`config.mk`:
```
export PLATFORM = sky130hd
export DESIGN_NAME = raster_row_pixel_unpacker
export DESIGN_NICKNAME = d
export VERILOG_FILES = /design/src/rtl/rrpu_pkg.sv /design/src/rtl/raster_row_pixel_unpacker.sv /design/src/rtl/rrpu_front.sv /design/src/rtl/rrpu_fifo.sv /design/src/rtl/rrpu_back.sv
export SDC_FILE = /design/constraint.sdc
export NUM_CORES = 1
export LEC_CHECK = 0
export ABC_AREA = 1
export BUFFER_PORTS_ARGS = -buffer_cell sky130_fd_sc_hd__buf_4
export CORE_AREA = 4 4 181 183
export CTS_CLUSTER_SIZE = 8
export DETAILED_ROUTE_END_ITERATION = 12
export DIE_AREA = 0 0 185 187
export MAX_ROUTING_LAYER = met4
export SLEW_MARGIN = 20
export SYNTH_ARGS = -nofsm -noshare
export SYNTH_HDL_FRONTEND = slang
export SYNTH_HIERARCHICAL = 1
export SYNTH_SLANG_ARGS = --single-unit
```
`constraint.sdc`:
```
create_clock -name clk_i -period 15.63 [get_ports clk_i]
set_clock_uncertainty 0.1 [all_clocks]
set_input_delay 3.126 -clock clk_i [delete_from_list [all_inputs] [get_ports clk_i]]
set_output_delay 3.126 -clock clk_i [all_outputs]
set_load 0.05 [all_outputs]
```
`src/rtl/rrpu_pkg.sv`:
```
// Shared types and codes for the raster row pixel unpacker.
// Used by the front end, the back end and the top level.
package rrpu_pkg;

  // Configuration register indexes.
  localparam logic [1:0] CFG_IMAGE_WIDTH  = 2'd0;
  localparam logic [1:0] CFG_IMAGE_HEIGHT = 2'd1;
  localparam logic [1:0] CFG_DEPTH_MODE   = 2'd2;
  localparam logic [1:0] CFG_RGB_ORDER    = 2'd3;

  // Depth mode codes.
  localparam logic [1:0] DEPTH_1BIT  = 2'd0;
  localparam logic [1:0] DEPTH_8BIT  = 2'd1;
  localparam logic [1:0] DEPTH_24BIT = 2'd2;
  localparam logic [1:0] DEPTH_32BIT = 2'd3;

  // Width of the size registers and of the configuration data.
  localparam int unsigned SizeW = 13;

  // Reset values of the configuration registers.
  localparam logic [SizeW-1:0] WIDTH_RESET  = 13'd1;
  localparam logic [SizeW-1:0] HEIGHT_RESET = 13'd1;
  localparam logic [1:0]       DEPTH_RESET  = DEPTH_8BIT;

  // Default limits on the image size.
  localparam int unsigned MaxWidthDefault  = 4096;
  localparam int unsigned MaxHeightDefault = 4096;

  // One queued pixel group: a byte of one-bit pixels or a single pixel.
  // Position travels beside it, since its width follows the size limits.
  typedef struct packed {
    logic [7:0] red;        // holds the raw byte for one-bit groups
    logic [7:0] green;
    logic [7:0] blue;
    logic       mono;       // one-bit group: expand bits MSB first
    logic [2:0] cnt_m1;     // pixel count minus one
    logic       row_end;    // last pixel of the group ends its row
    logic       frame_end;  // last pixel of the group ends the frame
  } pix_cmd_t;

endpackage

```
`src/rtl/raster_row_pixel_unpacker.sv`:
```
// Top level of the raster row pixel unpacker.
// Instantiates rrpu_front, rrpu_fifo and rrpu_back; depends on rrpu_pkg.
//
// Raster bytes come in one per transfer and pixels go out one per transfer
// with their column, row and end-of-row/frame/group flags. The front end takes
// a byte every cycle while the two-entry pixel queue has room; the back end
// emits one pixel per cycle from its output register while pixel_ready_i is
// high. In eight-bit mode the sustained rate is one byte per cycle; in 24- and
// 32-bit modes one pixel per three or four bytes, also one byte per cycle; in
// one-bit mode the back end's one-pixel-per-cycle expansion sets the rate for
// the up to 8 pixels of each byte. Row pad bytes give no pixel. A write to
// any configuration register restarts the frame.
module raster_row_pixel_unpacker #(
  parameter int unsigned MAX_WIDTH  = rrpu_pkg::MaxWidthDefault,
  parameter int unsigned MAX_HEIGHT = rrpu_pkg::MaxHeightDefault
) (
  input  logic                       clk_i,
  input  logic                       rst_ni,
  input  logic                       cfg_we_i,
  input  logic [1:0]                 cfg_index_i,
  input  logic [rrpu_pkg::SizeW-1:0] cfg_wdata_i,
  input  logic                       raster_valid_i,
  output logic                       raster_ready_o,
  input  logic [7:0]                 raster_byte_i,
  output logic                       pixel_valid_o,
  input  logic                       pixel_ready_i,
  output logic [7:0]                 red_o,
  output logic [7:0]                 green_o,
  output logic [7:0]                 blue_o,
  output logic [11:0]                column_o,
  output logic [11:0]                row_o,
  output logic                       row_end_o,
  output logic                       frame_end_o,
  output logic                       last_of_item_o
);
  import rrpu_pkg::*;

  localparam int unsigned CW = $clog2(MAX_WIDTH);
  localparam int unsigned RW = $clog2(MAX_HEIGHT);
  localparam int unsigned DW = $bits(pix_cmd_t) + CW + RW;

  logic          push, full, pop, head_valid;
  pix_cmd_t      cmd, head;
  logic [CW-1:0] cmd_col, head_col;
  logic [RW-1:0] cmd_row, head_row;
  logic [DW-1:0] q_wdata, q_rdata;

  // Front end: configuration and byte classification.
  rrpu_front #(
    .MAX_WIDTH  (MAX_WIDTH),
    .MAX_HEIGHT (MAX_HEIGHT)
  ) u_front (
    .clk_i          (clk_i),
    .rst_ni         (rst_ni),
    .cfg_we_i       (cfg_we_i),
    .cfg_index_i    (cfg_index_i),
    .cfg_wdata_i    (cfg_wdata_i),
    .raster_valid_i (raster_valid_i),
    .raster_ready_o (raster_ready_o),
    .raster_byte_i  (raster_byte_i),
    .queue_full_i   (full),
    .push_o         (push),
    .cmd_o          (cmd),
    .cmd_col_o      (cmd_col),
    .cmd_row_o      (cmd_row)
  );

  // Queue of pixel groups with their position.
  assign q_wdata = {cmd, cmd_col, cmd_row};
  assign {head, head_col, head_row} = q_rdata;

  rrpu_fifo #(
    .DW (DW)
  ) u_fifo (
    .clk_i   (clk_i),
    .rst_ni  (rst_ni),
    .push_i  (push),
    .wdata_i (q_wdata),
    .full_o  (full),
    .pop_i   (pop),
    .valid_o (head_valid),
    .rdata_o (q_rdata)
  );

  // Back end: pixel expansion and output register.
  rrpu_back #(
    .MAX_WIDTH  (MAX_WIDTH),
    .MAX_HEIGHT (MAX_HEIGHT)
  ) u_back (
    .clk_i          (clk_i),
    .rst_ni         (rst_ni),
    .head_valid_i   (head_valid),
    .head_i         (head),
    .head_col_i     (head_col),
    .head_row_i     (head_row),
    .pop_o          (pop),
    .pixel_valid_o  (pixel_valid_o),
    .pixel_ready_i  (pixel_ready_i),
    .red_o          (red_o),
    .green_o        (green_o),
    .blue_o         (blue_o),
    .column_o       (column_o),
    .row_o          (row_o),
    .row_end_o      (row_end_o),
    .frame_end_o    (frame_end_o),
    .last_of_item_o (last_of_item_o)
  );

endmodule

```
`src/rtl/rrpu_front.sv`:
```
// Front end: configuration registers, input byte transfer, pad skipping,
// channel gathering and row/column tracking per byte. Depends on rrpu_pkg.
module rrpu_front #(
  parameter int unsigned MAX_WIDTH  = rrpu_pkg::MaxWidthDefault,
  parameter int unsigned MAX_HEIGHT = rrpu_pkg::MaxHeightDefault,
  localparam int unsigned CW = $clog2(MAX_WIDTH),
  localparam int unsigned RW = $clog2(MAX_HEIGHT)
) (
  input  logic                        clk_i,
  input  logic                        rst_ni,
  input  logic                        cfg_we_i,
  input  logic [1:0]                  cfg_index_i,
  input  logic [rrpu_pkg::SizeW-1:0]  cfg_wdata_i,
  input  logic                        raster_valid_i,
  output logic                        raster_ready_o,
  input  logic [7:0]                  raster_byte_i,
  input  logic                        queue_full_i,
  output logic                        push_o,
  output rrpu_pkg::pix_cmd_t          cmd_o,
  output logic [CW-1:0]               cmd_col_o,
  output logic [RW-1:0]               cmd_row_o
);
  import rrpu_pkg::*;

  localparam int unsigned WW   = $clog2(MAX_WIDTH + 1);
  localparam int unsigned HW   = $clog2(MAX_HEIGHT + 1);
  localparam int unsigned MW   = (WW > HW) ? WW : HW;
  localparam int unsigned CMPW = (MW > SizeW) ? MW : SizeW;

  logic [SizeW-1:0] width_q, width_d, height_q, height_d;
  logic [1:0]       depth_q, depth_d;
  logic             order_q, order_d;
  logic [CW-1:0]    col_q, col_d;
  logic [RW-1:0]    row_q, row_d;
  logic [1:0]       phase_q, phase_d;
  logic [7:0]       first_q, first_d, second_q, second_d;
  logic             parity_q, parity_d;
  logic             pad_q, pad_d;

  logic [CMPW-1:0] wid_ext, hgt_ext, eff_w, eff_h, col_ext, row_ext, left;
  logic [CMPW:0]   col_sum, row_sum;
  logic [3:0]      cnt;
  logic            accept, emit, rend, fend, base;

  // Effective size: zero counts as one, large values saturate.
  assign wid_ext = CMPW'(width_q);
  assign hgt_ext = CMPW'(height_q);
  assign eff_w = (width_q == '0) ? CMPW'(1) :
                 (wid_ext > CMPW'(MAX_WIDTH)) ? CMPW'(MAX_WIDTH) : wid_ext;
  assign eff_h = (height_q == '0) ? CMPW'(1) :
                 (hgt_ext > CMPW'(MAX_HEIGHT)) ? CMPW'(MAX_HEIGHT) : hgt_ext;

  // Pixels this byte covers and whether the row and frame end with it.
  assign col_ext = CMPW'(col_q);
  assign row_ext = CMPW'(row_q);
  assign left    = eff_w - col_ext;
  always_comb begin
    if (depth_q == DEPTH_1BIT) begin
      cnt = (left > CMPW'(8)) ? 4'd8 : left[3:0];
    end else begin
      cnt = 4'd1;
    end
  end
  assign col_sum = {1'b0, col_ext} + (CMPW + 1)'(cnt);
  assign row_sum = {1'b0, row_ext} + (CMPW + 1)'(1);
  assign rend    = col_sum >= {1'b0, eff_w};
  assign fend    = rend && (row_sum >= {1'b0, eff_h});
  assign base    = (depth_q == DEPTH_32BIT);

  assign raster_ready_o = !queue_full_i;
  assign accept         = raster_valid_i && raster_ready_o;

  // Next state for configuration, pad skipping, channel gathering and position.
  always_comb begin
    width_d  = width_q;
    height_d = height_q;
    depth_d  = depth_q;
    order_d  = order_q;
    col_d    = col_q;
    row_d    = row_q;
    phase_d  = phase_q;
    first_d  = first_q;
    second_d = second_q;
    parity_d = parity_q;
    pad_d    = pad_q;
    emit     = 1'b0;
    cmd_o    = '0;
    cmd_o.cnt_m1    = 3'(cnt - 4'd1);
    cmd_o.row_end   = rend;
    cmd_o.frame_end = fend;
    if (cfg_we_i) begin
      case (cfg_index_i)
        CFG_IMAGE_WIDTH:  width_d  = cfg_wdata_i;
        CFG_IMAGE_HEIGHT: height_d = cfg_wdata_i;
        CFG_DEPTH_MODE:   depth_d  = cfg_wdata_i[1:0];
        CFG_RGB_ORDER:    order_d  = cfg_wdata_i[0];
        default: ;
      endcase
      // Any write starts a fresh frame.
      col_d    = '0;
      row_d    = '0;
      phase_d  = '0;
      first_d  = '0;
      second_d = '0;
      parity_d = 1'b0;
      pad_d    = 1'b0;
    end else if (accept) begin
      if (pad_q) begin
        pad_d = 1'b0;
      end else begin
        parity_d = ~parity_q;
        case (depth_q)
          DEPTH_1BIT: begin
            emit       = 1'b1;
            cmd_o.mono = 1'b1;
            cmd_o.red  = raster_byte_i;
          end
          DEPTH_8BIT: begin
            emit        = 1'b1;
            cmd_o.red   = raster_byte_i;
            cmd_o.green = raster_byte_i;
            cmd_o.blue  = raster_byte_i;
          end
          default: begin
            if (phase_q < {1'b0, base}) begin
              phase_d = phase_q + 2'd1;
            end else if (phase_q == {1'b0, base}) begin
              first_d = raster_byte_i;
              phase_d = phase_q + 2'd1;
            end else if (phase_q == ({1'b0, base} + 2'd1)) begin
              second_d = raster_byte_i;
              phase_d  = phase_q + 2'd1;
            end else begin
              emit        = 1'b1;
              phase_d     = '0;
              cmd_o.green = second_q;
              if (order_q) begin
                cmd_o.red  = first_q;
                cmd_o.blue = raster_byte_i;
              end else begin
                cmd_o.red  = raster_byte_i;
                cmd_o.blue = first_q;
              end
            end
          end
        endcase
        // Advance the position by the pixels this byte produced.
        if (emit) begin
          if (rend) begin
            col_d    = '0;
            phase_d  = '0;
            pad_d    = ~parity_q;
            parity_d = 1'b0;
            row_d    = fend ? '0 : RW'(row_sum);
          end else begin
            col_d = CW'(col_sum);
          end
        end
      end
    end
  end

  assign push_o    = emit;
  assign cmd_col_o = col_q;
  assign cmd_row_o = row_q;

  // Configuration and position registers.
  always_ff @(posedge clk_i or negedge rst_ni) begin
    if (!rst_ni) begin
      width_q  <= WIDTH_RESET;
      height_q <= HEIGHT_RESET;
      depth_q  <= DEPTH_RESET;
      order_q  <= 1'b0;
      col_q    <= '0;
      row_q    <= '0;
      phase_q  <= '0;
      first_q  <= '0;
      second_q <= '0;
      parity_q <= 1'b0;
      pad_q    <= 1'b0;
    end else begin
      width_q  <= width_d;
      height_q <= height_d;
      depth_q  <= depth_d;
      order_q  <= order_d;
      col_q    <= col_d;
      row_q    <= row_d;
      phase_q  <= phase_d;
      first_q  <= first_d;
      second_q <= second_d;
      parity_q <= parity_d;
      pad_q    <= pad_d;
    end
  end

endmodule

```
`src/rtl/rrpu_fifo.sv`:
```
// Two-entry queue of pixel groups between the front end and the back end.
// Generic in data width; depends on nothing else.
module rrpu_fifo #(
  parameter int unsigned DW = 8
) (
  input  logic          clk_i,
  input  logic          rst_ni,
  input  logic          push_i,
  input  logic [DW-1:0] wdata_i,
  output logic          full_o,
  input  logic          pop_i,
  output logic          valid_o,
  output logic [DW-1:0] rdata_o
);

  logic [DW-1:0] mem_q [2];
  logic          wr_ptr_q, rd_ptr_q;
  logic [1:0]    count_q;
  logic          do_push, do_pop;

  assign full_o  = (count_q == 2'd2);
  assign valid_o = (count_q != 2'd0);
  assign rdata_o = mem_q[rd_ptr_q];
  assign do_push = push_i && !full_o;
  assign do_pop  = pop_i && valid_o;

  // Storage: written at the tail.
  always_ff @(posedge clk_i) begin
    if (do_push) begin
      mem_q[wr_ptr_q] <= wdata_i;
    end
  end

  // Pointers and fill count.
  always_ff @(posedge clk_i or negedge rst_ni) begin
    if (!rst_ni) begin
      wr_ptr_q <= 1'b0;
      rd_ptr_q <= 1'b0;
      count_q  <= 2'd0;
    end else begin
      if (do_push) begin
        wr_ptr_q <= ~wr_ptr_q;
      end
      if (do_pop) begin
        rd_ptr_q <= ~rd_ptr_q;
      end
      case ({do_push, do_pop})
        2'b10:   count_q <= count_q + 2'd1;
        2'b01:   count_q <= count_q - 2'd1;
        default: count_q <= count_q;
      endcase
    end
  end

endmodule

```
`src/rtl/rrpu_back.sv`:
```
// Back end: expands queued pixel groups into single pixels, one per cycle
// while pixel_ready_i allows, into an output register. Depends on rrpu_pkg.
module rrpu_back #(
  parameter int unsigned MAX_WIDTH  = rrpu_pkg::MaxWidthDefault,
  parameter int unsigned MAX_HEIGHT = rrpu_pkg::MaxHeightDefault,
  localparam int unsigned CW = $clog2(MAX_WIDTH),
  localparam int unsigned RW = $clog2(MAX_HEIGHT)
) (
  input  logic               clk_i,
  input  logic               rst_ni,
  input  logic               head_valid_i,
  input  rrpu_pkg::pix_cmd_t head_i,
  input  logic [CW-1:0]      head_col_i,
  input  logic [RW-1:0]      head_row_i,
  output logic               pop_o,
  output logic               pixel_valid_o,
  input  logic               pixel_ready_i,
  output logic [7:0]         red_o,
  output logic [7:0]         green_o,
  output logic [7:0]         blue_o,
  output logic [11:0]        column_o,
  output logic [11:0]        row_o,
  output logic               row_end_o,
  output logic               frame_end_o,
  output logic               last_of_item_o
);
  import rrpu_pkg::*;

  localparam int unsigned PW  = (CW > RW) ? CW : RW;
  localparam int unsigned XW  = (PW > 12) ? PW : 12;

  logic [2:0]    idx_q, idx_d;
  logic          valid_q, valid_d;
  logic [7:0]    red_q, green_q, blue_q;
  logic [XW-1:0] col_q, row_q;
  logic          rend_q, fend_q, last_q;

  logic          load, last;
  logic [7:0]    shifted, mono_val;
  logic [CW-1:0] pix_col;

  // Load a new pixel whenever the output register is free or drains.
  assign load     = head_valid_i && (!valid_q || pixel_ready_i);
  assign last     = (idx_q == head_i.cnt_m1);
  assign pop_o    = load && last;
  assign shifted  = head_i.red << idx_q;
  assign mono_val = shifted[7] ? 8'h00 : 8'hFF;
  assign pix_col  = head_col_i + CW'(idx_q);

  // Pixel index within the current group and output valid.
  always_comb begin
    idx_d   = idx_q;
    valid_d = valid_q;
    if (load) begin
      valid_d = 1'b1;
      idx_d   = last ? 3'd0 : idx_q + 3'd1;
    end else if (pixel_ready_i) begin
      valid_d = 1'b0;
    end
  end

  always_ff @(posedge clk_i or negedge rst_ni) begin
    if (!rst_ni) begin
      idx_q   <= 3'd0;
      valid_q <= 1'b0;
    end else begin
      idx_q   <= idx_d;
      valid_q <= valid_d;
    end
  end

  // Output payload register.
  always_ff @(posedge clk_i) begin
    if (load) begin
      red_q   <= head_i.mono ? mono_val : head_i.red;
      green_q <= head_i.mono ? mono_val : head_i.green;
      blue_q  <= head_i.mono ? mono_val : head_i.blue;
      col_q   <= XW'(pix_col);
      row_q   <= XW'(head_row_i);
      rend_q  <= last && head_i.row_end;
      fend_q  <= last && head_i.frame_end;
      last_q  <= last;
    end
  end

  assign pixel_valid_o  = valid_q;
  assign red_o          = red_q;
  assign green_o        = green_q;
  assign blue_o         = blue_q;
  assign column_o       = col_q[11:0];
  assign row_o          = row_q[11:0];
  assign row_end_o      = rend_q;
  assign frame_end_o    = fend_q;
  assign last_of_item_o = last_q;

endmodule
```
After elaboration in Yosys (flattened, before gate mapping):

Memory sizes are Yosys's and may differ from the RTL's.
Index checks and enable logic that the tools add are counted.

* memories: 1
* input bits: 28
* output and inout bits: 53
* register bits: 132
* bits in writable memories: 108

Memory list
* u_fifo.mem_q: depth 2, width 54, rd ports 1, clocked after memory_dff 0, write ports 1, RTL line rrpu_fifo.sv:16 `logic [DW-1:0] mem_q [2];`

* equality and inequality tests: 15
* reduce and logical (&&, ||, !) cells: 33
* add/sub/neg operators: 10
* magnitude comparators: 6
* multiplexer cells: 80
* shift-type cells: 1
* bitwise gates (word level): 3

Operator list (count)
* two-way mux 8 bit: 20
* two-way mux 12 bit: 11
* two-way mux 25 bit: 3
* two-way mux 24 bit: 3
* two-way mux 13 bit: 4
* case mux 16 bit (2 select lines): 1
* greater-or-equal comparator 14 x 13 -> 1 bit: 2
* > comparator 13 bit (second input constant): 2
* logical NOT 13 bit: 2
* two-way mux 1 bit: 25
* two-way mux 2 bit: 9
* nonzero test 2 bit: 8
* adder 12 x 1 -> 13 bit (second input constant): 1
* adder 12 x 4 -> 13 bit: 1
* > comparator 13 x 4 -> 1 bit (second input constant): 1
* subtractor 13 x 12 -> 13 bit: 1
* adder 12 x 3 -> 12 bit: 1
* equality test 2 bit (second input constant): 5
* AND reduction 2 bit: 5
* logical AND 1 bit: 8
* two-way mux 4 bit: 2
* left shift 8 x 3 -> 8 bit: 1
* equality test 2 x 1 -> 1 bit (second input constant): 3
* != test 2 bit (second input constant): 3
* 21 further kinds: 26

Logic depth before layout (Yosys ltp):

* depth in word-level cells: 16
* gate-level depth with buffers: 39

Modules after synthesis:

The synthesis kept the hierarchy.

By module, submodules not included
* rrpu_front: seq. area each 1830.5 um^2, area an instance 5809.3 um^2, cells each 834, times used 1
* rrpu_fifo: seq. area each 3343.2 um^2, area an instance 4147.7 um^2, cells each 313, times used 1
* rrpu_back: seq. area each 1631.6 um^2, area an instance 2401.1 um^2, cells each 208, times used 1

Worst setup path after synthesis:

OpenSTA, ideal clock, no wires.

* path kind: input-to-reg
* from: in raster_valid_i
* to: mem u_fifo/mem_q[1][0] in the netlist's numbering (enable)
* stages on the path: 9
* data required time: 15.064 ns
* data arrival time: 6.264 ns
* path slack: 8.800 ns
* path buffers: 1
* setup time: 0.466 ns
* cell sequence: nand2_1 nor2_2 inv_1 nor2_1 nand2_2 buf_6 inv_1 o21ai_1 nor2_1

* word-level cells in the longest chain between the ends: 6

Ends and longest elaborated chain
* start: declaration: RTL line raster_row_pixel_unpacker.sv:22 `input logic raster_valid_i,`
* logical AND 1 bit: RTL line rrpu_front.sv:71 `assign accept = raster_valid_i && raster_ready_o;`
* two-way mux 1 bit: RTL line rrpu_front.sv:107 `end else if (accept) begin`
* two-way mux 1 bit: RTL line rrpu_front.sv:91 `if (cfg_we_i) begin`
* net push: RTL line raster_row_pixel_unpacker.sv:42 `logic push, full, pop, head_valid;`
* logical AND 1 bit: RTL line rrpu_fifo.sv:24 `assign do_push = push_i && !full_o;`
* two-way mux 1 bit: RTL line rrpu_fifo.sv:29 `if (do_push) begin`
* two-way mux 1 bit (not written as such): RTL line rrpu_fifo.sv:30 `mem_q[wr_ptr_q] <= wdata_i;`
* end: declaration: RTL line rrpu_fifo.sv:16

The timed path passes the listed nets, and every way through them passes these cells.

==> summary.txt <==
Synthesis
  • Synth Net Count: 1437
  • Top cells by area in the synthesized netlist: edfxtp_1, dfrtp_1, nand2_1
  • Most used flip-flop cell after synthesis: edfxtp_1
  • Number of warnings printed during yosys synthesis: 6
  • Per-instance average area after synthesis: 9.12 sq um
  • Synth area leader: edfxtp_1
  • Basic-gate share of the synthesized area counting and, or, nand and nor cells: 23.9%
  • Yosys cell types: 49
  • Fraction of synthesized cell area taken by the top area cell type: between 30% and 40%
  • Fraction of synthesized cell area in xor and xnor cells: between 1.5 and 2%
  • Sequential fraction of the synthesis area: roughly 55%
  • Fraction of the mapped netlist area in compound gates: approximately 6.6%
  • Post-synth EDFFs: 159
  • Post-synthesis share of cell area spent on full adders, half adders and majority gates: 5.65%
  • Flip-flop and latch count after synthesis: 240
  • Post-synth ARST share: 33.8%
  • Multiplexer area fraction after synthesis: 0.0810%
  • Post-synth design cell area: approximately 12000 sq um
  • Main combinational cell family by area after synthesis: simple AND/OR/NAND/NOR gates
  • Synthesized instance count: 1355

Die
  • Site row count: between 60 and 70
  • Placeable Area: roughly 31000 sq um
  • Die area: 34600 sq um
  • Starting density of the core: 39.6%
  • Vertical die dimension: 187 microns
  • Boundary pin count: 81
  • Horiz. Die Dim: 185 microns

Clock tree
  • Number of buffers created by CTS: 36
  • CTS tree: built
  • Number of clock sinks: 240
  • Number of hold buffers added after CTS: 0
  • # H-tree levels: 2
  • CTS root buf: clkbuf_16
  • Number of buffers on the longest clock path: 3
  • Cells resized by post-CTS repair: 0
  • Register clock-pin slew on the reported worst setup and hold paths: 50 ps
  • Clock insertion delay at the later pin of the skew report: 510 ps
  • Number of setup buffers added after CTS: 0

Status
  • Run status: finished, final reports clean

Detailed routing
  • Drt drc: 0
  • Pre-antenna DRT Iters: 4
  • Wire length per cell after detailed routing: roughly 15 microns
  • Number of vias per cell after detailed routing: between 4 and 5
  • Vias after detailed routing: between 8000 and 9000
  • Number of DRC markers in iteration 0: between 400 and 500
  • Number of routed nets with antenna violations: 0
  • Routed Wire Length: 27500 microns

Timing
  • Post-layout min period: 6270 ps
  • PnR worst setup slack: 9360 ps
  • Final slew viol count: 0
  • Hold Fails Final Rpt: 0
  • Summed negative setup slack over all endpoints: 0 ps
  • Normalized max-slew margin: a little under 30%
  • Worst-margin pin slew: 1060 ps
  • Share of the clock period used by the worst path after layout: between 40% and 50%
  • Final setup viols: 0
  • Max Fclk: 160 MHz
  • Setup repair after global routing missed its margin: no

Power and ir drop
  • Leak pwr: 0.00675 uW
  • Switching pwr: 1040 uW
  • Part of the total power dissipated in combinational logic: 37.1%
  • Share of power burned in the clock network: about 28%
  • Max rail drop VDD: 70.8 uV
  • Power density of the placed cells: ~180 nW/um^2
  • Sw Share: 39.3%
  • Register share of total power: 35.0%
  • Internal portion of total power: 1610 uW

Worst setup path
  • Critical path capture point type: register
  • Start of the worst register-to-register path: u_front/wid_ext[10]
  • Arrival time at the worst endpoint: approximately 6400 ps
  • Worst R2R Setup Slack: 9360 ps
  • FF-to-FF End: u_fifo/mem_q[0][24]
  • Critical Path Fanout Max: 13
  • R2R depth: 33
  • Critical path start-end classification: reg -> reg
  • Crit path launch type: register
  • Slowest library cell on the worst path: nand2_1
  • Maximum single-stage delay on the critical path: around 430 ps
  • Family with the most delay on the worst path: simple AND/OR/NAND/NOR gates
  • Crit path buf inv count: 2
  • Required time at the worst-slack endpoint: roughly 16000 ps
  • Library cell appearing most often on the critical path: nand2_1
  • Crit path depth: 33
  • Crit path to: u_fifo/mem_q[0][24]
  • Critical path launch point: u_front/wid_ext[10]

Cells and area
  • Nets@finish: 1522
  • Core occupancy in the finished layout: 46.1%
  • Number of fillers in the final layout: 3031
  • Number of antenna diodes: 0
  • Area added between synthesis and finish: 16.4%
  • Share of cells above drive strength 1: 13.0%

Flow run
  • Max-Cap Viols: 0

Place
  • Detailed placement HPWL: 19300 microns
  • Count of port buffers added during placement: 80
  • Final RePlAce weighted congestion: 0.947
  • Place WS: 9410 ps

GRT
  • Initial antenna violation count: 0
  • Number of global-route vias before repair: between 8000 and 9000
  • Overall Global Routing Usage: 16.3%
  • Global-route wire length before repair: 44700 microns
  • Maximum number of pins on one net before global-route repair: 65
  • Total gr overflow: 0

Hold path
  • Hold Crit Class: reg -> reg
-- metal layers --
metal | routed length [microns] | global-route usage (%) | vias up
li1 | - | - | 4620
met1 | 12900 | 22.4 | 4129
met2 | 12700 | 25.2 | 166
met3 | 1310 | 2.88 | 41
met4 | 633 | 4.60 | 0
met5 | 0 | - | -
-- sequential cells by signal, summed over array words and instances (netlist names), 3 cells and up --
name	flops
u_back/red_o	8
u_front/first_q	8
u_front/wid_ext	13
u_back/idx_q	3
u_fifo/mem_q	108
u_front/second_q	8
u_front/cmd_row_o	12
u_back/row_o	12
u_front/cmd_col_o	12
u_front/height_q	13
u_back/column_o	12
u_back/green_o	8
u_back/blue_o	8
-- synthesized netlist by cell type, drive strengths merged (2+ instances only) --
cell type  count
o21bai         3
xor2          17
dfstp          3
a31oi          2
dfrtp         78
nand3         73
a211oi        14
fa             3
o211ai         3
edfxtp       159
clkbuf        16
o22ai          2
xnor2          9
nor4           9
nor3          11
a21oi         30
buf           24
nand3b         6
inv          158
nor2          83
ha            51
nand2        499
o21ai         76
nand4         18
-- cell usage in the layout, fill, tap and decap left out, types with 5 or more instances in the layout --
cell,count
a211oi_1,10
a21oi_1,27
buf_4,87
clkbuf_1,23
clkbuf_16,37
dfrtp_1,77
edfxtp_1,159
ha_1,51
inv_1,148
inv_2,9
nand2_1,487
nand2_2,11
nand3_1,67
nand3_2,5
nand3b_1,6
nand4_1,18
nor2_1,75
nor2_2,6
nor3_1,11
nor4_1,8
o21ai_0,61
o21ai_2,12
xnor2_1,9
xor2_1,17
-- power by group through the flow --
stage | clock network [uW] | logic [uW] | registers, uW
finish | 740 | 984 | 929
global placement | 0 | 987 | 937
floorplan | 0 | 501 | 1180
detailed placement | 0 | 996 | 941
global route | 793 | 1090 | 944
CTS | 760 | 999 | 930
-- logic make-up (layout without fill, tap and decap cells) --
group,after synthesis,in the layout
buffers and inverters,199,311
AO/OA/AOI/OAI,133,133
adder cells (fa/ha/maj),54,54
multiplexers,1,1
flip-flops,240,240
AND/OR/NAND/NOR,702,702
XOR/XNOR,26,26
-- stage by stage --
stage | cells | total power (uW) | instance area, sq um | hold slack [ps]
final | 1869 | 2650 | 14400 | 369
after global routing | 1869 | 2830 | 14400 | 403
after CTS | 1869 | 2690 | 14400 | 376
after detailed placement | 1804 | 1940 | 13300 | 363
after global placement | 1804 | 1920 | 13300 | 359
after floorplan | 1355 | 1680 | 12400 | 342
-- final cells by class --
cell class,instances,area (sq um),area share (%)
clock buffer,62,1040,7.23
clock inverter,3,76.3,0.531
inverter,159,599,4.17
multi-input combinational,916,4700,32.7
sequential,240,6810,47.3
tap,402,503,3.50
timing repair buffer,87,653,4.54
-- worst min-delay path by stage --
stage / from / endpoint / slack [ps] / depth (start not counted)
6_report: u_fifo/count_q[1] / u_fifo/count_q[1] / 370 / 2
5_1_grt: u_fifo/count_q[1] / u_fifo/count_q[1] / 400 / 2
4_1_cts: u_fifo/count_q[1] / u_fifo/count_q[1] / 380 / 2
3_5_place_dp: u_fifo/count_q[1] / u_fifo/count_q[1] / 360 / 2
3_3_place_gp: u_fifo/count_q[1] / u_fifo/count_q[1] / 360 / 2
2_1_floorplan: u_fifo/count_q[1] / u_fifo/count_q[1] / 340 / 2
-- tightest hold or removal path, cell delays in order (launching register included) --
cell and delay, ps:
dfrtp_1 340, nand2_1 50, nand2_1 40
No activity file was read; power rests on OpenSTA's default activity.
